File: config.mk
export PLATFORM = sky130hd
export DESIGN_NAME = xmodem_block_sender_top
export DESIGN_NICKNAME = d
export VERILOG_FILES = /design/src/hw/rtl/xbs_pkg.sv /design/src/hw/rtl/xbs_cmd_fifo.sv /design/src/hw/rtl/xbs_front.sv /design/src/hw/rtl/xbs_back.sv /design/src/hw/rtl/xmodem_block_sender_top.sv
export VERILOG_INCLUDE_DIRS = /design/src /design/src/hw/rtl
export SDC_FILE = /design/constraint.sdc
export NUM_CORES = 1
export LEC_CHECK = 0
export BUFFER_PORTS_ARGS = -buffer_cell sky130_fd_sc_hd__buf_2
export CORE_ASPECT_RATIO = 1.1
export CORE_MARGIN = 2
export CORE_UTILIZATION = 55
export CTS_BUF_LIST = sky130_fd_sc_hd__clkbuf_8
export CTS_CLUSTER_SIZE = 28
export DETAILED_ROUTE_END_ITERATION = 6
export HOLD_SLACK_MARGIN = 0.15
export MAX_ROUTING_LAYER = met4
export PLACE_DENSITY_LB_ADDON = 0.3
export SYNTH_ARGS = -nofsm -noshare
export SYNTH_HDL_FRONTEND = slang
export SYNTH_SLANG_ARGS = --single-unit
File: constraint.sdc
create_clock -name clk -period 3.6 [get_ports clk]
set_input_delay 0.18 -clock clk [delete_from_list [all_inputs] [get_ports clk]]
set_output_delay 0.18 -clock clk [all_outputs]
set_load 0.02 [all_outputs]
File: src/hw/rtl/xmodem_block_sender_top_assert.svh
// assertion macros shared by the xmodem block sender rtl
// expects signals clk and rst_n in the module that uses them
`ifndef XMODEM_BLOCK_SENDER_TOP_ASSERT_SVH
`define XMODEM_BLOCK_SENDER_TOP_ASSERT_SVH

// same-cycle implication, checked outside reset
`define XBS_ASSERT_NOW(label, ante, cons, msg) \
  label: assert property (@(posedge clk) disable iff (!rst_n) (ante) |-> (cons)) \
    else $error(msg);

// next-cycle implication, checked outside reset
`define XBS_ASSERT_NEXT(label, ante, cons, msg) \
  label: assert property (@(posedge clk) disable iff (!rst_n) (ante) |=> (cons)) \
    else $error(msg);

`endif

File: src/hw/rtl/xbs_pkg.sv
// shared types, constants and protocol codes of the xmodem block sender
// no dependencies
`default_nettype none

package xbs_pkg;

  localparam int DATA_BYTES = 5;
  localparam int IDX_W      = (DATA_BYTES > 1) ? $clog2(DATA_BYTES) : 1;
  localparam int CNT_W      = $clog2(DATA_BYTES + 1);
  localparam int CMD_DEPTH  = 2;
  localparam int CPTR_W     = (CMD_DEPTH > 1) ? $clog2(CMD_DEPTH) : 1;
  localparam int CCNT_W     = $clog2(CMD_DEPTH + 1);

  localparam logic [7:0] C_SOH = 8'h01;
  localparam logic [7:0] C_PAD = 8'h03;
  localparam logic [7:0] C_EOT = 8'h04;
  localparam logic [7:0] C_ACK = 8'h06;
  localparam logic [7:0] C_NAK = 8'h15;
  localparam logic [7:0] C_CAN = 8'h18;

  typedef enum logic [1:0] {
    OP_RX      = 2'd0,
    OP_PAYLOAD = 2'd1,
    OP_END     = 2'd2,
    OP_BAD     = 2'd3
  } op_t;

  typedef enum logic [2:0] {
    PH_WAIT  = 3'd0,
    PH_FILL  = 3'd1,
    PH_BLOCK = 3'd2,
    PH_EOT   = 3'd3,
    PH_DONE  = 3'd4,
    PH_ABORT = 3'd5
  } phase_t;

  typedef enum logic [2:0] {
    BS_IDLE,
    BS_NUM,
    BS_NNUM,
    BS_DATA,
    BS_SUM
  } bs_state_t;

  typedef enum logic {
    CK_SINGLE,
    CK_BLOCK
  } cmd_kind_t;

  // one request for the back end
  typedef struct packed {
    cmd_kind_t  kind;
    logic [7:0] tx_byte;
    logic       tx_valid;
    logic       rejected;
    phase_t     phase;
    logic [7:0] blk_num;
  } cmd_t;

  // buffer write from the front end
  typedef struct packed {
    logic             en;
    logic [IDX_W-1:0] addr;
    logic [7:0]       data;
  } buf_wr_t;

  // framing info of the current block
  typedef struct packed {
    logic [CNT_W-1:0] len;
    logic [7:0]       pad;
  } blk_info_t;

  typedef struct packed {
    logic busy;
  } back_stat_t;

endpackage

`default_nettype wire

File: src/hw/rtl/xbs_cmd_fifo.sv
// short request queue between front end and back end
// depends on xbs_pkg
`default_nettype none

module xbs_cmd_fifo (
  input  wire logic          clk,
  input  wire logic          rst_n,
  input  wire logic          push,
  input  wire xbs_pkg::cmd_t push_cmd,
  input  wire logic          pop,
  output xbs_pkg::cmd_t      head,
  output logic               full,
  output logic               empty
);
  import xbs_pkg::*;

  cmd_t              mem_r [CMD_DEPTH];
  logic [CPTR_W-1:0] wp_r, wp_nxt, rp_r, rp_nxt;
  logic [CCNT_W-1:0] cnt_r, cnt_nxt;

  assign full  = (cnt_r == CCNT_W'(CMD_DEPTH));
  assign empty = (cnt_r == '0);
  assign head  = mem_r[rp_r];

  always_comb begin
    wp_nxt  = wp_r;
    rp_nxt  = rp_r;
    cnt_nxt = cnt_r;
    if (push) begin
      wp_nxt = (wp_r == CPTR_W'(CMD_DEPTH - 1)) ? '0 : CPTR_W'(wp_r + 1'b1);
    end
    if (pop) begin
      rp_nxt = (rp_r == CPTR_W'(CMD_DEPTH - 1)) ? '0 : CPTR_W'(rp_r + 1'b1);
    end
    if (push && !pop) begin
      cnt_nxt = CCNT_W'(cnt_r + 1'b1);
    end else if (pop && !push) begin
      cnt_nxt = CCNT_W'(cnt_r - 1'b1);
    end
  end

  always_ff @(posedge clk) begin
    if (!rst_n) begin
      wp_r  <= '0;
      rp_r  <= '0;
      cnt_r <= '0;
    end else begin
      wp_r  <= wp_nxt;
      rp_r  <= rp_nxt;
      cnt_r <= cnt_nxt;
    end
  end

  always_ff @(posedge clk) begin
    if (push) begin
      mem_r[wp_r] <= push_cmd;
    end
  end

endmodule

`default_nettype wire

File: src/hw/rtl/xbs_front.sv
// front end: accepts items, runs the transfer phases, queues requests
// depends on xbs_pkg
`default_nettype none

module xbs_front (
  input  wire logic                clk,
  input  wire logic                rst_n,
  input  wire logic                cfg_wr_en,
  input  wire logic [7:0]          cfg_wr_data,
  input  wire logic                in_tvalid,
  output logic                     in_tready,
  input  wire logic [1:0]          in_op,
  input  wire logic [7:0]          in_byte,
  input  wire logic                q_full,
  input  wire logic                q_empty,
  input  wire xbs_pkg::back_stat_t back_stat,
  output logic                     q_push,
  output xbs_pkg::cmd_t            q_cmd,
  output xbs_pkg::buf_wr_t         buf_wr,
  output xbs_pkg::blk_info_t       blk_info
);
  import xbs_pkg::*;

  phase_t           phase_r, phase_nxt;
  logic [7:0]       blknum_r, blknum_nxt;
  logic [CNT_W-1:0] fill_r, fill_nxt;
  logic             final_r, final_nxt;
  logic [CNT_W-1:0] len_r, len_nxt;
  logic [7:0]       bpad_r, bpad_nxt;
  logic [7:0]       cfg_pad_r;
  logic             fire;
  op_t              op;

  // buffer is shared with the back end: hold off filling while a block is out
  assign in_tready = !q_full &&
                     !((phase_r == PH_FILL) && (!q_empty || back_stat.busy));
  assign fire      = in_tvalid && in_tready;
  assign op        = op_t'(in_op);
  assign q_push    = fire;
  assign blk_info  = '{len: len_r, pad: bpad_r};

  always_comb begin
    phase_nxt  = phase_r;
    blknum_nxt = blknum_r;
    fill_nxt   = fill_r;
    final_nxt  = final_r;
    len_nxt    = len_r;
    bpad_nxt   = bpad_r;
    q_cmd      = '{kind: CK_SINGLE, tx_byte: 8'd0, tx_valid: 1'b0, rejected: 1'b0,
                   phase: phase_r, blk_num: blknum_r};
    buf_wr     = '{en: 1'b0, addr: fill_r[IDX_W-1:0], data: in_byte};
    if (fire) begin
      if (op == OP_RX && phase_r == PH_WAIT) begin
        phase_nxt = (in_byte == C_NAK) ? PH_FILL : PH_ABORT;
      end else if (op == OP_PAYLOAD && phase_r == PH_FILL) begin
        buf_wr.en = 1'b1;
        fill_nxt  = CNT_W'(fill_r + 1'b1);
        if (fill_nxt == CNT_W'(DATA_BYTES)) begin
          phase_nxt  = PH_BLOCK;
          len_nxt    = CNT_W'(DATA_BYTES);
          q_cmd.kind = CK_BLOCK;
        end
      end else if (op == OP_END && phase_r == PH_FILL) begin
        if (fill_r == '0) begin
          phase_nxt      = PH_EOT;
          q_cmd.tx_byte  = C_EOT;
          q_cmd.tx_valid = 1'b1;
        end else begin
          len_nxt    = fill_r;
          bpad_nxt   = cfg_pad_r;
          final_nxt  = 1'b1;
          phase_nxt  = PH_BLOCK;
          q_cmd.kind = CK_BLOCK;
        end
      end else if (op == OP_RX && phase_r == PH_BLOCK) begin
        if (in_byte == C_ACK) begin
          blknum_nxt = 8'(blknum_r + 1'b1);
          fill_nxt   = '0;
          if (final_r) begin
            final_nxt      = 1'b0;
            phase_nxt      = PH_EOT;
            q_cmd.tx_byte  = C_EOT;
            q_cmd.tx_valid = 1'b1;
          end else begin
            phase_nxt = PH_FILL;
          end
        end else if (in_byte == C_NAK) begin
          q_cmd.kind = CK_BLOCK;
        end else begin
          phase_nxt      = PH_ABORT;
          q_cmd.tx_byte  = C_CAN;
          q_cmd.tx_valid = 1'b1;
        end
      end else if (op == OP_RX && phase_r == PH_EOT) begin
        phase_nxt = PH_DONE;
      end else begin
        q_cmd.rejected = 1'b1;
      end
      q_cmd.phase = phase_nxt;
    end
  end

  always_ff @(posedge clk) begin
    if (!rst_n) begin
      phase_r   <= PH_WAIT;
      blknum_r  <= 8'd1;
      fill_r    <= '0;
      final_r   <= 1'b0;
      cfg_pad_r <= C_PAD;
    end else begin
      phase_r  <= phase_nxt;
      blknum_r <= blknum_nxt;
      fill_r   <= fill_nxt;
      final_r  <= final_nxt;
      if (cfg_wr_en) begin
        cfg_pad_r <= cfg_wr_data;
      end
    end
  end

  always_ff @(posedge clk) begin
    len_r  <= len_nxt;
    bpad_r <= bpad_nxt;
  end

endmodule

`default_nettype wire

File: src/hw/rtl/xbs_back.sv
// back end: holds the block buffer and walks requests out as result bytes
// depends on xbs_pkg and xmodem_block_sender_top_assert.svh
`default_nettype none
`include "xmodem_block_sender_top_assert.svh"

module xbs_back (
  input  wire logic               clk,
  input  wire logic               rst_n,
  input  wire xbs_pkg::buf_wr_t   buf_wr,
  input  wire xbs_pkg::blk_info_t blk_info,
  input  wire logic               q_empty,
  input  wire xbs_pkg::cmd_t      q_head,
  output logic                    q_pop,
  output xbs_pkg::back_stat_t     back_stat,
  output logic                    out_tvalid,
  input  wire logic               out_tready,
  output logic [7:0]              out_tx_byte,
  output logic                    out_tx_valid,
  output logic                    out_last,
  output logic [2:0]              out_phase,
  output logic                    out_rejected
);
  import xbs_pkg::*;

  logic [7:0]       buf_mem [DATA_BYTES];
  logic [7:0]       rd_data_r;
  bs_state_t        state_r, state_nxt;
  logic [IDX_W-1:0] idx_r, idx_nxt;
  logic [7:0]       sum_r, sum_nxt;
  logic [7:0]       bnum_r, bnum_nxt;
  phase_t           bph_r, bph_nxt;
  logic             ov_r, ov_nxt;
  logic [7:0]       ob_r, ob_nxt;
  logic             otv_r, otv_nxt;
  logic             olast_r, olast_nxt;
  phase_t           oph_r, oph_nxt;
  logic             orej_r, orej_nxt;
  logic             adv;
  logic [7:0]       data_byte;

  assign adv            = !ov_r || out_tready;
  assign back_stat.busy = (state_r != BS_IDLE);
  assign data_byte      = (CNT_W'(idx_r) < blk_info.len) ? rd_data_r : blk_info.pad;

  assign out_tvalid   = ov_r;
  assign out_tx_byte  = ob_r;
  assign out_tx_valid = otv_r;
  assign out_last     = olast_r;
  assign out_phase    = oph_r;
  assign out_rejected = orej_r;

  always_comb begin
    state_nxt = state_r;
    idx_nxt   = idx_r;
    sum_nxt   = sum_r;
    bnum_nxt  = bnum_r;
    bph_nxt   = bph_r;
    ov_nxt    = ov_r && !out_tready;
    ob_nxt    = ob_r;
    otv_nxt   = otv_r;
    olast_nxt = olast_r;
    oph_nxt   = oph_r;
    orej_nxt  = orej_r;
    q_pop     = 1'b0;
    if (adv) begin
      case (state_r)
        BS_IDLE: begin
          if (!q_empty) begin
            q_pop  = 1'b1;
            ov_nxt = 1'b1;
            oph_nxt = q_head.phase;
            if (q_head.kind == CK_BLOCK) begin
              ob_nxt    = C_SOH;
              otv_nxt   = 1'b1;
              olast_nxt = 1'b0;
              orej_nxt  = 1'b0;
              bnum_nxt  = q_head.blk_num;
              bph_nxt   = q_head.phase;
              state_nxt = BS_NUM;
            end else begin
              ob_nxt    = q_head.tx_byte;
              otv_nxt   = q_head.tx_valid;
              olast_nxt = 1'b1;
              orej_nxt  = q_head.rejected;
            end
          end
        end
        BS_NUM: begin
          ov_nxt    = 1'b1;
          ob_nxt    = bnum_r;
          state_nxt = BS_NNUM;
        end
        BS_NNUM: begin
          ov_nxt    = 1'b1;
          ob_nxt    = ~bnum_r;
          idx_nxt   = '0;
          sum_nxt   = 8'd0;
          state_nxt = BS_DATA;
        end
        BS_DATA: begin
          ov_nxt  = 1'b1;
          ob_nxt  = data_byte;
          sum_nxt = 8'(sum_r + data_byte);
          if (idx_r == IDX_W'(DATA_BYTES - 1)) begin
            state_nxt = BS_SUM;
          end else begin
            idx_nxt = IDX_W'(idx_r + 1'b1);
          end
        end
        BS_SUM: begin
          ov_nxt    = 1'b1;
          ob_nxt    = sum_r;
          olast_nxt = 1'b1;
          state_nxt = BS_IDLE;
        end
        default: begin
          state_nxt = BS_IDLE;
        end
      endcase
    end
  end

  always_ff @(posedge clk) begin
    if (!rst_n) begin
      state_r <= BS_IDLE;
      ov_r    <= 1'b0;
    end else begin
      state_r <= state_nxt;
      ov_r    <= ov_nxt;
    end
  end

  always_ff @(posedge clk) begin
    idx_r   <= idx_nxt;
    sum_r   <= sum_nxt;
    bnum_r  <= bnum_nxt;
    bph_r   <= bph_nxt;
    ob_r    <= ob_nxt;
    otv_r   <= otv_nxt;
    olast_r <= olast_nxt;
    oph_r   <= oph_nxt;
    orej_r  <= orej_nxt;
  end

  // block buffer, registered read one entry ahead of the walk
  always_ff @(posedge clk) begin
    if (buf_wr.en) begin
      buf_mem[buf_wr.addr] <= buf_wr.data;
    end
    rd_data_r <= buf_mem[idx_nxt];
  end

  `XBS_ASSERT_NOW(a_no_fill_while_busy, state_r != BS_IDLE, !buf_wr.en, "buffer written during block")
  `XBS_ASSERT_NOW(a_mid_block_result, ov_r && !olast_r, state_r != BS_IDLE, "non-final result outside block")
  `XBS_ASSERT_NEXT(a_sum_ends_block, state_r == BS_SUM && adv, state_r == BS_IDLE && olast_r, "block not closed after checksum")
  `XBS_ASSERT_NOW(a_block_phase, state_r != BS_IDLE, bph_r == PH_BLOCK, "block walked outside ack phase")

endmodule

`default_nettype wire

File: src/hw/rtl/xmodem_block_sender_top.sv
// top level of the xmodem block sender: front end, request queue, back end
// depends on xbs_pkg, xbs_front, xbs_cmd_fifo, xbs_back
`default_nettype none
// an accepted request reaches the result channel through the queue and then the output register
// throughput: one request per cycle while the queue is not full, but in the filling phase a
//   request waits for an empty queue and an idle back end (shared block buffer)
// a block request gives DATA_BYTES + 4 results, walked one per cycle while out_tready is high
// reset: synchronous active-low rst_n; phase to wait-start, block number 1, pad byte 3,
//   queue and output emptied; block buffer contents are not cleared

module xmodem_block_sender_top (
  input  wire logic        clk,
  input  wire logic        rst_n,
  // configuration: pad byte
  input  wire logic        cfg_wr_en,
  input  wire logic [7:0]  cfg_wr_data,
  // input channel
  input  wire logic        in_tvalid,
  output logic             in_tready,
  input  wire logic [7:0]  in_tdata,   // [7:0] data_byte
  input  wire logic [1:0]  in_tuser,   // [1:0] op
  // result channel
  output logic             out_tvalid,
  input  wire logic        out_tready,
  output logic [15:0]      out_tdata,  // [7:0] tx_byte, [8] tx_valid, [11:9] phase,
                                       // [12] rejected, [15:13] zero
  output logic             out_tlast   // last result of a request
);
  import xbs_pkg::*;

  logic       q_push, q_pop, q_full, q_empty;
  cmd_t       q_cmd, q_head;
  buf_wr_t    buf_wr;
  blk_info_t  blk_info;
  back_stat_t back_stat;
  logic [7:0] o_byte;
  logic       o_txv, o_rej;
  logic [2:0] o_phase;

  // classifies requests and keeps the transfer phase
  xbs_front u_front (
    .clk        (clk),
    .rst_n      (rst_n),
    .cfg_wr_en  (cfg_wr_en),
    .cfg_wr_data(cfg_wr_data),
    .in_tvalid  (in_tvalid),
    .in_tready  (in_tready),
    .in_op      (in_tuser),
    .in_byte    (in_tdata),
    .q_full     (q_full),
    .q_empty    (q_empty),
    .back_stat  (back_stat),
    .q_push     (q_push),
    .q_cmd      (q_cmd),
    .buf_wr     (buf_wr),
    .blk_info   (blk_info)
  );

  // decouples the two sides
  xbs_cmd_fifo u_fifo (
    .clk     (clk),
    .rst_n   (rst_n),
    .push    (q_push),
    .push_cmd(q_cmd),
    .pop     (q_pop),
    .head    (q_head),
    .full    (q_full),
    .empty   (q_empty)
  );

  // frames blocks and drives the result register
  xbs_back u_back (
    .clk         (clk),
    .rst_n       (rst_n),
    .buf_wr      (buf_wr),
    .blk_info    (blk_info),
    .q_empty     (q_empty),
    .q_head      (q_head),
    .q_pop       (q_pop),
    .back_stat   (back_stat),
    .out_tvalid  (out_tvalid),
    .out_tready  (out_tready),
    .out_tx_byte (o_byte),
    .out_tx_valid(o_txv),
    .out_last    (out_tlast),
    .out_phase   (o_phase),
    .out_rejected(o_rej)
  );

  assign out_tdata = {3'b000, o_rej, o_phase, o_txv, o_byte};

endmodule

`default_nettype wire

# After elaboration in Yosys (flattened, before gate mapping)
# Memories as Yosys holds them, arrays and structs flattened. A register that Yosys moved wholly into a read port is not among the register bits.
# Cells that the tools add are included.
[classes]
n_addsub = 8
magnitude_cmp = 1
eq_ne = 21
muxes = 74
bitwise_logic = 6
n_reduce_logical = 47
[ops]
columns = ["op", "n"]
rows = [
  ["$mux W3", 22],
  ["$pmux W8 S5", 1],
  ["$mux W1", 31],
  ["$mux W10", 3],
  ["$mux W8", 3],
  ["$pmux W8 S2", 1],
  ["$reduce_bool A2 Y1", 8],
  ["$reduce_and A5 Y1", 3],
  ["$mux W14", 1],
  ["$eq A3 B2 Y1 const B", 4],
  ["$pmux W3 S4", 1],
  ["$reduce_and A6 Y1", 2],
  ["$logic_and A1 B1 Y1", 11],
  ["$mux W11", 1],
  ["$eq A3 B3 Y1 const B", 3],
  ["$logic_not A3 Y1", 3],
  ["$mux W9", 1],
  ["$reduce_and A3 Y1", 3],
  ["$add A8 B1 Y8 const B", 1],
  ["$add A8 B8 Y8", 1],
  ["$eq A8 B3 Y1 const B", 1],
  ["$eq A8 B5 Y1 const B", 1],
  ["$mux W4", 2],
  ["$ne A2 B2 Y1 const B", 4],
  ["other kinds (23)", 45],
]
[totals]
ff_bits = 75
ramBits = 84
input_bits = 23
out_inout_bits = 19
wordCells = 179
mem_count = 2
[mem_list]
columns = ["name", "depth", "word_bits", "rd", "rd_ports_with_merged_regs", "wr", "line_no", "source"]
rows = [
  ["u_fifo.mem_r", 2, 22, 1, 1, 1, "xbs_cmd_fifo.sv:17", "cmd_t mem_r [CMD_DEPTH];"],
  ["u_back.buf_mem", 5, 8, 1, 1, 1, "xbs_back.sv:25", "logic [7:0] buf_mem [DATA_BYTES];"],
]

# Longest topological paths before layout
# Gate-level depths: netlist (run 1).
[logic_depth]
depth_word = 11
ltp_mapped = 13
mapped_depth_nobuf = 13

# Modules after synthesis
# A second synthesis (run 1) with hierarchy kept.
[hier_totals]
hier_cells = 623
area_unflattened_um2 = 7837.5
[by_module_without_submodules]
columns = ["mod", "instances", "cells_each", "area_per_inst_um2", "seq_area_each_um2"]
rows = [
  ["xbs_back", 1, 321, 3991.3, 2402.3],
  ["xbs_front", 1, 206, 2006.9, 790.8],
  ["xbs_cmd_fifo", 1, 90, 1798.0, 1421.4],
  ["xmodem_block_sender_top", 1, 6, 41.3, 0.0],
]

# Worst setup path after synthesis (run 1)
# No wires, ideal clock.
[synth_path]
path_kind = "register to register"
from = "register u_front.len_r[2]"
to = "register u_back.sum_r[6], data pin"
setup_ns = 0.265
t_arrival_ns = 2.667
required_time_ns = 3.335
slack_ns = 0.668
path_stages_with_launch = 14
path_buffers = 0
period_less_slack_ns = 2.932
path_cell_list = "edfxtp_1 > inv_1 > ha_1 > nand2_1 > o21ai_1 > mux2_2 > ha_1 > inv_1 > fa_1 > nor2b_1 > o21ai_0 > a21boi_0 > or3_1 > nand3_1"
[synth_between]
elab_chain_cells = 4
[synth_rtl]
columns = ["item", "line_no", "source"]
rows = [
  ["start, declared", "xbs_front.sv:28", "logic [CNT_W-1:0] len_r, len_nxt;"],
  ["start signal, assigned", "xbs_front.sv:122", "len_r <= len_nxt;"],
  ["$lt A3 B3 Y1", "xbs_back.sv:43", "assign data_byte = (CNT_W'(idx_r) < blk_info.len) ? rd_data_r : blk_info.pad;"],
  ["$mux W8", "xbs_back.sv:43", ""],
  ["$add A8 B8 Y8", "xbs_back.sv:103", "sum_nxt = 8'(sum_r + data_byte);"],
  ["$pmux W8 S2", "xbs_back.sv:66", "case (state_r)"],
  ["end signal, assigned", "xbs_back.sv:135", "sum_r <= sum_nxt;"],
  ["end, declared", "xbs_back.sv:29", "logic [7:0] sum_r, sum_nxt;"],
]
# Every way passes these cells.
# A chain may end at the register's enable or synchronous reset.

# Final worst setup path (run 1)
[layout_path]
from = "register u_back.idx_r[2]"
to = "register u_back.sum_r[6], data pin"
[layout_between]
elab_chain_cells = 4
[layout_rtl]
columns = ["item", "line_no", "source"]
rows = [
  ["start, declared", "xbs_back.sv:28", "logic [IDX_W-1:0] idx_r, idx_nxt;"],
  ["start signal, assigned", "xbs_back.sv:134", "idx_r <= idx_nxt;"],
  ["$lt A3 B3 Y1", "xbs_back.sv:43", ""],
  ["$mux W8", "xbs_back.sv:43", ""],
  ["$add A8 B8 Y8", "xbs_back.sv:103", ""],
  ["$pmux W8 S2", "xbs_back.sv:66", ""],
]
# Every way passes these cells.

==> metrics.yaml, run 1 <==
die_w_um: 111
setup_viol: 0
antennaDiodeCount: 0
netlist_top_cells_area: "edfxtp_1, dfxtp_1, mux2i_1"
io_buffers: 38
period_needed_ns: 3.03
hold_violations: 0
synthToLayoutAreaGrowth_pct: 15.6
max-slew-margin-rel_pct: 42.2
setup_ws_ns: 0.572
core_area_um2: 12500
via_count: 4644
synth_async_sr_flop_share_pct: 0
synth-edff-count: 113
drv_slew: 0
cts_hold_buf: 25
rsz0062_at_grt: "false"
hpwl_um: 9700
synth_most_common_cell: "edfxtp_1"
synthXorXnorAreaFrac_pct: 1.13
syn-cell-area_um2: 6990
critPathArrivalTime_ns: 3.22
synth.distinct_cells: 64
path_common_cell: "ha_1"
slowest_stage: "dfxtp_1"
fin_worst_skew_ns: 0.00944
clk_pin_slew_ns: 0.08
drt_iter0_drc: 293
first_pass_iters: 5
syn_avg_cell_area_um2: 12.4
fin_setup_tns_ns: 0
fin_cells: 803
grt_max_degree: 22
crit_path_max_fanout: 8
grt_pass1_wl_um: 22800
dp_slack_ns: 0.573
tightest_slew_ns: 0.864
startpoint_type: "flip-flop"
row_count: 43
status: "completed"
finalCritPeriodShare_pct: 84.1
place.gp.congestion: 0.834
grt_usage_pct: 22.4
cts_setup_buffers: 0
synth_top_cell_area_share_pct: 48.5
p_leak_nw: 3.05
antenna_found_initial: 0
grt_pass1_vias: 4556
die-area_um2: 13600
clock_latency_ns: 0.45
clockBufferDepth: 2
synth-simple-area-share_pct: 13.1
remaining_drc_errors: 0
vias_per_cell: 5.78
post_cts_resized: 0
crit_type: "reg2reg"
die_h_um: 122
powerDensity_nw_per_um2: 747
path_buf_inv: 2
globalRouteOverflowTotal: 0
worstPathCellList: "ha_1, a21oi_1, o21ai_1, buf_4, mux2_2, ha_1, inv_1, fa_1, nor2b_1, o21ai_0, a21boi_0, or3_1, nand3_1"
synth_top_family_by_area: "simple AND/OR/NAND/NOR gates"
cts_num_sinks: 156
crit_required_ns: 3.79
antenna_left: 0
drv_cap: 0
slowest_delay_ns: 0.41
cts_max_level: 4
min_path_type: "in2reg"
ys.flop_type: "edfxtp_1"
drive_above_1_share_pct: 17.3
finalWirelength_um: 14000
synth.largest_area_cell: "edfxtp_1"
ys_seq_elements: 156
netlist_instances: 565
io_pins: 42
cts_tree: "built"
synth_compound_area_share_pct: 9.58
ys_warn_count: 0
crit_family: "adder cells"
max_freq_mhz: 330
peakVddDrop_v: 0.000461
synthAdderAreaFrac_pct: 3.51
synth_seq_area_share_pct: 60.9
synthMuxAreaShare_pct: 8.32
post-route-util_pct: 64.5
cts_made_buffers: 17
dp_cells: 746
nNetsFinal: 675
cp-end-kind: "flip-flop"
start_util_pct: 55.8
avgRoutedWirePerCell_um: 17.5
synth.top_cells.by_count: "edfxtp_1, nor2_1, dfxtp_1, nand2_1, mux2i_1"
cts-root-buf: "clkbuf_8"
[placed cells by master, fill, tap and decap left out, drive strengths merged, types with 11 or more instances in the layout]
cell type and n:
edfxtp 113, buf 51, nor2 46, dfxtp 43
nand2 41, mux2i 39, dlygate4sd3 25, inv 25
a21oi 21, ha 18, mux2 17, clkbuf 17
o21ai 15, and2 12, nand3 12, o221ai 11
[worst min-delay path: stages]
cell and delay [ns]:
buf_2 0.18, mux2i_1 0.15, nor2_1 0.08
[cell type report]
cell class | count | area (µm²)
clock inverters | 15 | 267
multi-input cells | 359 | 2510
fillers | 916 | 4450
clock buffers | 17 | 234
repair buffers | 76 | 538
well taps | 157 | 196
flip-flops and latches | 156 | 4250
inverters | 23 | 86.3
[final timing paths]
kind                                     start                                 to  slack [ns]  depth (start not counted)
min                                  cfg_wr_en  u_front.cfg_pad_r[2]$_SDFFE_PN0P_        0.18                          3
max reg2reg            u_back.idx_r[2]$_DFF_P_      u_back.sum_r[6]$_SDFFCE_PN0P_        0.57                         13
max                    u_back.idx_r[2]$_DFF_P_      u_back.sum_r[6]$_SDFFCE_PN0P_        0.57                         13
min reg2reg  u_front.cfg_pad_r[0]$_SDFFE_PN1P_        u_front.bpad_r[0]$_DFFE_PP_        0.44                          0
[registers in the layout, summed over array words and instances, names as in the netlist, named ones only]
register / cells
u_back.idx_r: 3
u_back.state_r: 3
u_back.out_last: 1
u_back.out_tvalid: 1
u_front.final_r: 1
u_back.sum_r: 8
u_fifo.cnt_r: 2
u_front.phase_r: 3
u_fifo.mem_r: 32
u_fifo.rp_r: 1
u_front.bpad_r: 8
u_front.len_r: 3
u_front.blknum_r: 8
u_front.cfg_pad_r: 8
u_front.fill_r: 3
u_fifo.wp_r: 1
u_back.buf_mem: 40
u_back.out_rejected: 1
u_back.rd_data_r: 8
u_back.bnum_r: 8
u_back.out_tx_valid: 1
u_back.out_phase: 3
u_back.out_tx_byte: 8
[routing by layer]
layer	GRT usage, %	vias to the layer above	routed length, µm
li1	-	2242	-
met1	27.9	2223	6070
met2	35.7	144	6980
met3	4.49	35	585
met4	10.8	0	406
met5	-	-	0
[cell families (layout without fill, tap and decap cells)]
kind of cell | Yosys count | in the layout
AOI/OAI and AO/OA | 93 | 93
xor gates and xnor gates | 9 | 9
adders and majority gates | 19 | 19
buffers and inverters | 52 | 131
DFF | 156 | 156
muxes | 56 | 56
other | 1 | 3
and+or+nand+nor | 179 | 179
[where the power goes]
group / internal [mW] / total (mW) / switching [mW]
sequential: 2.31 / 2.50 / 0.197
clock: 0.966 / 1.60 / 0.632
combinational: 0.781 / 1.94 / 1.16
[stage by stage]
stage	hold WS [ns]	cell area, µm²	power, mW
after global placement	0.404	7330	4.34
after global routing	0.191	8080	6.39
after detailed placement	0.414	7330	4.43
after floorplan	0.279	7000	3.95
final	0.184	8080	6.04
after CTS	0.153	8080	6.06
Power figures use the tool's default switching activity.
==> run 2: changes to the inputs <==
==> constraint.sdc (replaced) <==
create_clock -name clk -period 2.6 [get_ports clk]
set_input_delay 0.13 -clock clk [delete_from_list [all_inputs] [get_ports clk]]
set_output_delay 0.13 -clock clk [all_outputs]
set_load 0.02 [all_outputs]
==> run 2 against run 1 <==
  * The run now ends with setup timing left
  * Wire length is 4.0% higher
  * Critical path depth is 1 lower
  * Clock skew is 0.0049 ns higher
  * Total power is 39% higher
  * First-iteration DRC count is 11% higher
  * Setup slack worse by 0.70 ns
==> metrics.yaml, run 2 (synthesis gave the netlist of run 1 again) <==
status: "complete, but fails checks"
violations: "setup timing"
clk_pin_slew_ns: 0.08  # about the same
finalPower_mw: 8.39  # +39%
drive_above_1_share_pct: 22.7  # +5.4 points
holdWs_ns: 0.205  # +0.0212 ns
grt_pass1_wl_um: 23100  # +0.93%
fin_cells: 831  # +3.5%
clockBufferDepth: 2  # unchanged
crit_required_ns: 2.79  # -1.00 ns
period_needed_ns: 2.73  # -0.302 ns
tightest_slew_ns: 0.815  # -0.0487 ns
cp-end-kind: "flip-flop"
io_pins: 42  # unchanged
min_path_type: "in2reg"
start_util_pct: 55.8  # unchanged
die_w_um: 111  # unchanged
finalWirelength_um: 14600  # +4.0%
drv_cap: 0  # unchanged
cts_made_buffers: 17  # unchanged
die_h_um: 122  # unchanged
fin_worst_skew_ns: 0.0143  # +0.00490 ns
reg.largest.list: "u_back.buf_mem: 40 flops, u_fifo.mem_r: 32 flops"
nNetsFinal: 703  # +4.1%
peakVddDrop_v: 0.000495  # +7.4%
synthToLayoutAreaGrowth_pct: 19.2
startpoint_type: "flip-flop"
hpwl_um: 9760  # +0.58%
finalCritPeriodShare_pct: 105  # +21 points
final_cell_mix: "edfxtp_1, nor2_1, dfxtp_1"
row_count: 43  # unchanged
vias_per_cell: 5.83  # +0.75%
setup_ws_ns: -0.126  # -0.698 ns
critPathArrivalTime_ns: 2.91  # -0.31 ns
antenna_left: 0  # unchanged
io_buffers: 38  # unchanged
cts_max_level: 4  # unchanged
first_pass_iters: 7  # +2
globalRouteOverflowTotal: 0  # unchanged
cts_num_sinks: 156  # unchanged
setup_viol: 2  # +2
drv_slew: 0  # unchanged
dpl_cell_area_um2: 7540  # +2.8%
hold_violations: 0  # unchanged
slowest_delay_ns: 0.40  # about the same
final_common_cell: "edfxtp_1"
largest_reg_flops: 40  # unchanged
p_leak_nw: 3.15  # +3.4%
drt_iter0_drc: 325  # +11%
via_count: 4842  # +4.3%
die-area_um2: 13600  # unchanged
antennaDiodeCount: 0  # unchanged
worstPathCellList: "inv_2, ha_4, a21oi_4, o21ai_4, buf_6, mux2_4, ha_1, nor2b_2, o21ai_1, a21boi_2, o2111ai_1, nand3_1"
antenna_found_initial: 0  # unchanged
cts-root-buf: "clkbuf_8"
max-slew-margin-rel_pct: 45.6  # +3.4 points
dp_cells: 768  # +2.9%
max_freq_mhz: 367  # +11%
grt_usage_pct: 22.7  # +0.30 points
remaining_drc_errors: 0  # unchanged
top_register: "u_back.buf_mem"
crit_path_max_fanout: 6  # -2
clock_latency_ns: 0.44  # about the same
powerDensity_nw_per_um2: 1010  # +35%
core_area_um2: 12500  # unchanged
fin_area_um2: 8330  # +3.1%
grt_max_degree: 23  # +4.5%
rsz0062_at_grt: "true"
avgRoutedWirePerCell_um: 17.6  # +0.51%
slowest_stage: "edfxtp_1"
crit_type: "reg2reg"
cts_tree: "built"
place.gp.congestion: 0.894  # +7.3%
grt_pass1_vias: 4654  # +2.2%
## run 2: cell count changes in the layout (fill, tap and decap cells not counted), moves of 5 or more
cell / before / now
bufinv_16: 7 / 1
mux2_2: 17 / 12
buf_4: 13 / 37
mux2_4: 0 / 5
## run 2: final cells by class
| class | instances | area [µm²] |
|---|---|---|
| well taps | 157 | 196 |
| repair buffers | 104 | 759 |
| flip-flops and latches | 156 | 4250 |
| inverters | 23 | 86.3 |
| clock inverters | 15 | 121 |
| clock buffers | 17 | 234 |
| fillers | 925 | 4210 |
| multi-input cells | 359 | 2680 |
## run 2: worst max-delay path, delay by kind of cell (launching register included)
| family | cells | cell delay (ns) |
|---|---|---|
| adder cells (fa/ha/maj) | 2 | 0.53 |
| AND/OR/NAND/NOR | 2 | 0.25 |
| multiplexers | 1 | 0.33 |
| buffers and inverters | 2 | 0.24 |
| AO/OA/AOI/OAI | 5 | 0.71 |
| flip-flops | 1 | 0.40 |
## run 2: final timing paths
check / startpoint / to / slack, ns / cells after the start
worst max-delay path: u_front.len_r[2]$_SDFFCE_PP1P_ / u_back.sum_r[6]$_SDFFCE_PN0P_ / -0.13 / 12
worst min-delay path: in_tuser[1] / u_front.fill_r[2]$_SDFFE_PN0P_ / 0.21 / 4
worst max register to register: u_front.len_r[2]$_SDFFCE_PP1P_ / u_back.sum_r[6]$_SDFFCE_PN0P_ / -0.13 / 12
worst min register to register: u_front.cfg_pad_r[6]$_SDFFE_PN0P_ / u_front.bpad_r[6]$_DFFE_PP_ / 0.44 / 0
## run 2: timing repair
action / CTS / global route
gates resized for setup: 21 / 4
endpoints found under the hold margin: 50 / 0
buffers inserted: 1 / 2
setup endpoints to repair: 5 / 12
pin swaps: 9 / 5
hold buffers: 28 / 0
## run 2: report_power, final
group | leakage (nW) | total, mW | internal (mW) | switching, mW
clock | 0.183 | 1.63 | 0.755 | 0.879
sequential | 1.40 | 3.42 | 3.19 | 0.231
combinational | 1.57 | 3.34 | 1.50 | 1.84
## run 2: stage by stage
step | setup WS, ns | util (%) | TNS (ns)
2_1_floorplan | -0.120 | - | -0.120
3_5_place_dp | -0.326 | 60.1 | -1.14
5_1_grt | -0.246 | 66.4 | -0.652
4_1_cts | -0.0979 | 66.2 | -0.179
3_3_place_gp | -0.183 | 60.1 | -0.470
6_report | -0.126 | 66.4 | -0.200
## run 2: per-layer routing
layer  vias to the layer above  track usage (%)  part of all wire [%]  wire length [µm]
met4                         0             8.49                   2.4               346
met2                       151             38.7                    52              7550
met1                      2371             26.5                    42              6080
met5                         -                -                     0                 0
li1                       2291                -                     -                 -
met3                        29             5.58                   4.2               619
==> run 3: changes to the inputs <==
--- a/config.mk
+++ b/config.mk
@@ -9,7 +9,7 @@
 export BUFFER_PORTS_ARGS = -buffer_cell sky130_fd_sc_hd__buf_2
 export CORE_ASPECT_RATIO = 1.1
 export CORE_MARGIN = 2
-export CORE_UTILIZATION = 55
+export CORE_UTILIZATION = 45
 export CTS_BUF_LIST = sky130_fd_sc_hd__clkbuf_8
 export CTS_CLUSTER_SIZE = 28
 export DETAILED_ROUTE_END_ITERATION = 6
==> run 3 against run 2 <==
  * The flow still finishes with violations (setup timing)
  * Sequential power hardly changed
  * Cell area is 2.9% higher
  * Flip-flop and latch count stayed put
  * Fmax is 0.54% higher
  * Largest cell class unchanged
==> metrics.yaml, run 3 (synthesis gave the netlist of run 1 again) <==
die_w_um: 123  # +10%
start_util_pct: 46.2  # -9.5 points
crit_family: "simple AND/OR/NAND/NOR gates"
fin_worst_skew_ns: 0.0117  # -0.00264 ns
peakVddDrop_v: 0.000397  # -20%
antennaDiodeCount: 0  # unchanged
grt_max_degree: 25  # +8.7%
status: "complete, but fails checks"
synthToLayoutAreaGrowth_pct: 22.6
critPathArrivalTime_ns: 3.04  # +0.13 ns
die_h_um: 135  # +10%
first_pass_iters: 5  # -2
via_count: 4845  # +0.062%
slowest_delay_ns: 0.36  # -0.04 ns
hold_violations: 0  # unchanged
antenna_found_initial: 0  # unchanged
min_path_type: "in2reg"
ff2ff_setup_slack_ns: -0.11  # about the same
slowest_stage: "edfxtp_1"
max_freq_mhz: 369  # +0.54%
min_to: "u_front.fill_r[2]$_SDFFE_PN0P_"
place.gp.congestion: 0.886  # -0.93%
antenna_left: 0  # unchanged
clockBufferDepth: 2  # unchanged
final_cell_mix: "edfxtp_1, buf_4, nor2_1"
rr_worst_depth: 12  # unchanged
reg2reg_to: "u_back.sum_r[6]$_SDFFCE_PN0P_"
hold_depth: 4  # unchanged
r2r_start: "u_front.len_r[2]$_SDFFCE_PP1P_"
powerDensity_nw_per_um2: 1030  # +1.8%
nNetsFinal: 714  # +1.6%
core_area_um2: 15100  # +21%
crit_path_max_fanout: 7  # +1
hpwl_um: 10400  # +6.4%
drt_iter0_drc: 291  # -10%
die-area_um2: 16500  # +21%
fin_area_um2: 8570  # +2.9%
cp-end-kind: "flip-flop"
path_buf_inv: 4  # +2
cts_tree: "built"
top_register: "u_back.buf_mem"
io_buffers: 38  # unchanged
row_count: 47  # +9.3%
avgRoutedWirePerCell_um: 17.0  # -3.1%
rsz0062_at_grt: "true"
violations: "setup timing"
clk_pin_slew_ns: 0.09  # about the same
fin_setup_tns_ns: -0.253  # -0.0522 ns
reg.largest.list: "u_back.buf_mem: 40 flops, u_fifo.mem_r: 32 flops"
setup_ws_ns: -0.111  # +0.0147 ns
clock_latency_ns: 0.45  # about the same
holdWs_ns: 0.215  # +0.00930 ns
grt_usage_pct: 19.7  # -3.1 points
min_from: "in_tuser[1]"
finalCritPeriodShare_pct: 104  # -0.57 points
grt_pass1_wl_um: 24000  # +4.0%
drive_above_1_share_pct: 25.7  # +3.0 points
vias_per_cell: 5.50  # -5.6%
setup_viol: 3  # +1
crit_type: "reg2reg"
drv_cap: 0  # unchanged
cts-root-buf: "clkbuf_8"
max-slew-margin-rel_pct: 47.8  # +2.2 points
io_pins: 42  # unchanged
period_needed_ns: 2.71  # -0.0147 ns
cts_num_sinks: 156  # unchanged
globalRouteOverflowTotal: 0  # unchanged
finalWirelength_um: 15000  # +2.7%
grt_pass1_vias: 4787  # +2.9%
drv_slew: 0  # unchanged
worstPathCellList: "inv_2, ha_4, nand2_4, o21ai_4, buf_6, buf_4, mux2_4, ha_4, inv_4, or3_1, or3_1, nand3_1"
remaining_drc_errors: 0  # unchanged
cts_max_level: 4  # unchanged
dpl_cell_area_um2: 7640  # +1.3%
tightest_slew_ns: 0.782  # -0.0334 ns
final_common_cell: "edfxtp_1"
startpoint_type: "flip-flop"
p_leak_nw: 3.23  # +2.3%
largest_reg_flops: 40  # unchanged
crit_required_ns: 2.93  # +0.14 ns
cts_made_buffers: 17  # unchanged
crit_cells: 12  # unchanged
## run 3: cell types whose count changed in the layout (fill, tap and decap cells not counted), sizes merged
| cell | before | now |
|---|---|---|
| bufinv | 1 | 2 |
| clkinv | 4 | 2 |
| buf | 76 | 87 |
| clkinvlp | 2 | 3 |
## run 3: worst register-to-register path: stages, from the launching register on
cell      delay [ns]
edfxtp_1        0.36
inv_2           0.05
ha_4            0.29
nand2_4         0.06
o21ai_4         0.17
buf_6           0.17
buf_4           0.12
mux2_4          0.31
ha_4            0.28
inv_4           0.03
or3_1           0.32
or3_1           0.35
nand3_1         0.08
## run 3: worst max-delay path by stage
stage | start | endpoint | slack, ns
finish | u_front.len_r[2]$_SDFFCE_PP1P_ | u_back.sum_r[6]$_SDFFCE_PN0P_ | -0.11
global route | u_front.len_r[2]$_SDFFCE_PP1P_ | u_back.sum_r[7]$_SDFFCE_PN0P_ | -0.24
CTS | u_front.len_r[2]$_SDFFCE_PP1P_ | u_back.sum_r[7]$_SDFFCE_PN0P_ | -0.1
detailed placement | u_front.len_r[2]$_SDFFCE_PP1P_ | u_back.sum_r[7]$_SDFFCE_PN0P_ | -0.34
global placement | u_front.len_r[2]$_SDFFCE_PP1P_ | u_back.sum_r[6]$_SDFFCE_PN0P_ | -0.20
floorplan | u_front.len_r[2]$_SDFFCE_PP1P_ | u_back.sum_r[6]$_SDFFCE_PN0P_ | -0.12
## run 3: power by group
| part | switching (mW) | internal (mW) |
|---|---|---|
| logic | 1.89 | 1.63 |
| registers | 0.224 | 3.19 |
| clock network | 0.965 | 0.888 |
| total | 3.08 | 5.71 |
## run 3: what timing repair did
| action | in CTS | in global routing |
|---|---|---|
| setup buffers | 7 | 1 |
| setup endpoints to repair | 5 | 13 |
| hold buffers | 28 | 0 |
| gates resized for setup | 29 | 3 |
| pin swaps | 13 | 2 |
| hold endpoints to repair | 51 | 0 |
## run 3: layout make-up
type,count,area (µm²)
Multi-Input combinational cell,359,2730
Clock inverter,15,178
Fill cell,1219,6540
Clock buffer,17,234
Tap cell,196,245
Timing Repair Buffer,115,842
Sequential cell,156,4250
Inverter,23,88.8
## run 3: routing by layer
| metal | GRT usage [%] | up-vias | share of wire [%] |
|---|---|---|---|
| met5 | - | - | 0 |
| met4 | 7.66 | 0 | 2.2 |
| met3 | 3.89 | 26 | 3.6 |
| met2 | 32.9 | 124 | 52 |
| met1 | 23.3 | 2374 | 42 |
| li1 | - | 2321 | - |
## run 3: through the flow
step,setup slack [ns],utilization [%],instances,total power [mW]
after detailed placement,-0.342,50.6,814,6.48
after CTS,-0.0964,56.5,880,8.77
after global placement,-0.198,50.6,814,6.39
after global routing,-0.236,56.7,881,9.29
after floorplan,-0.120,-,567,5.49
final,-0.111,56.7,881,8.79
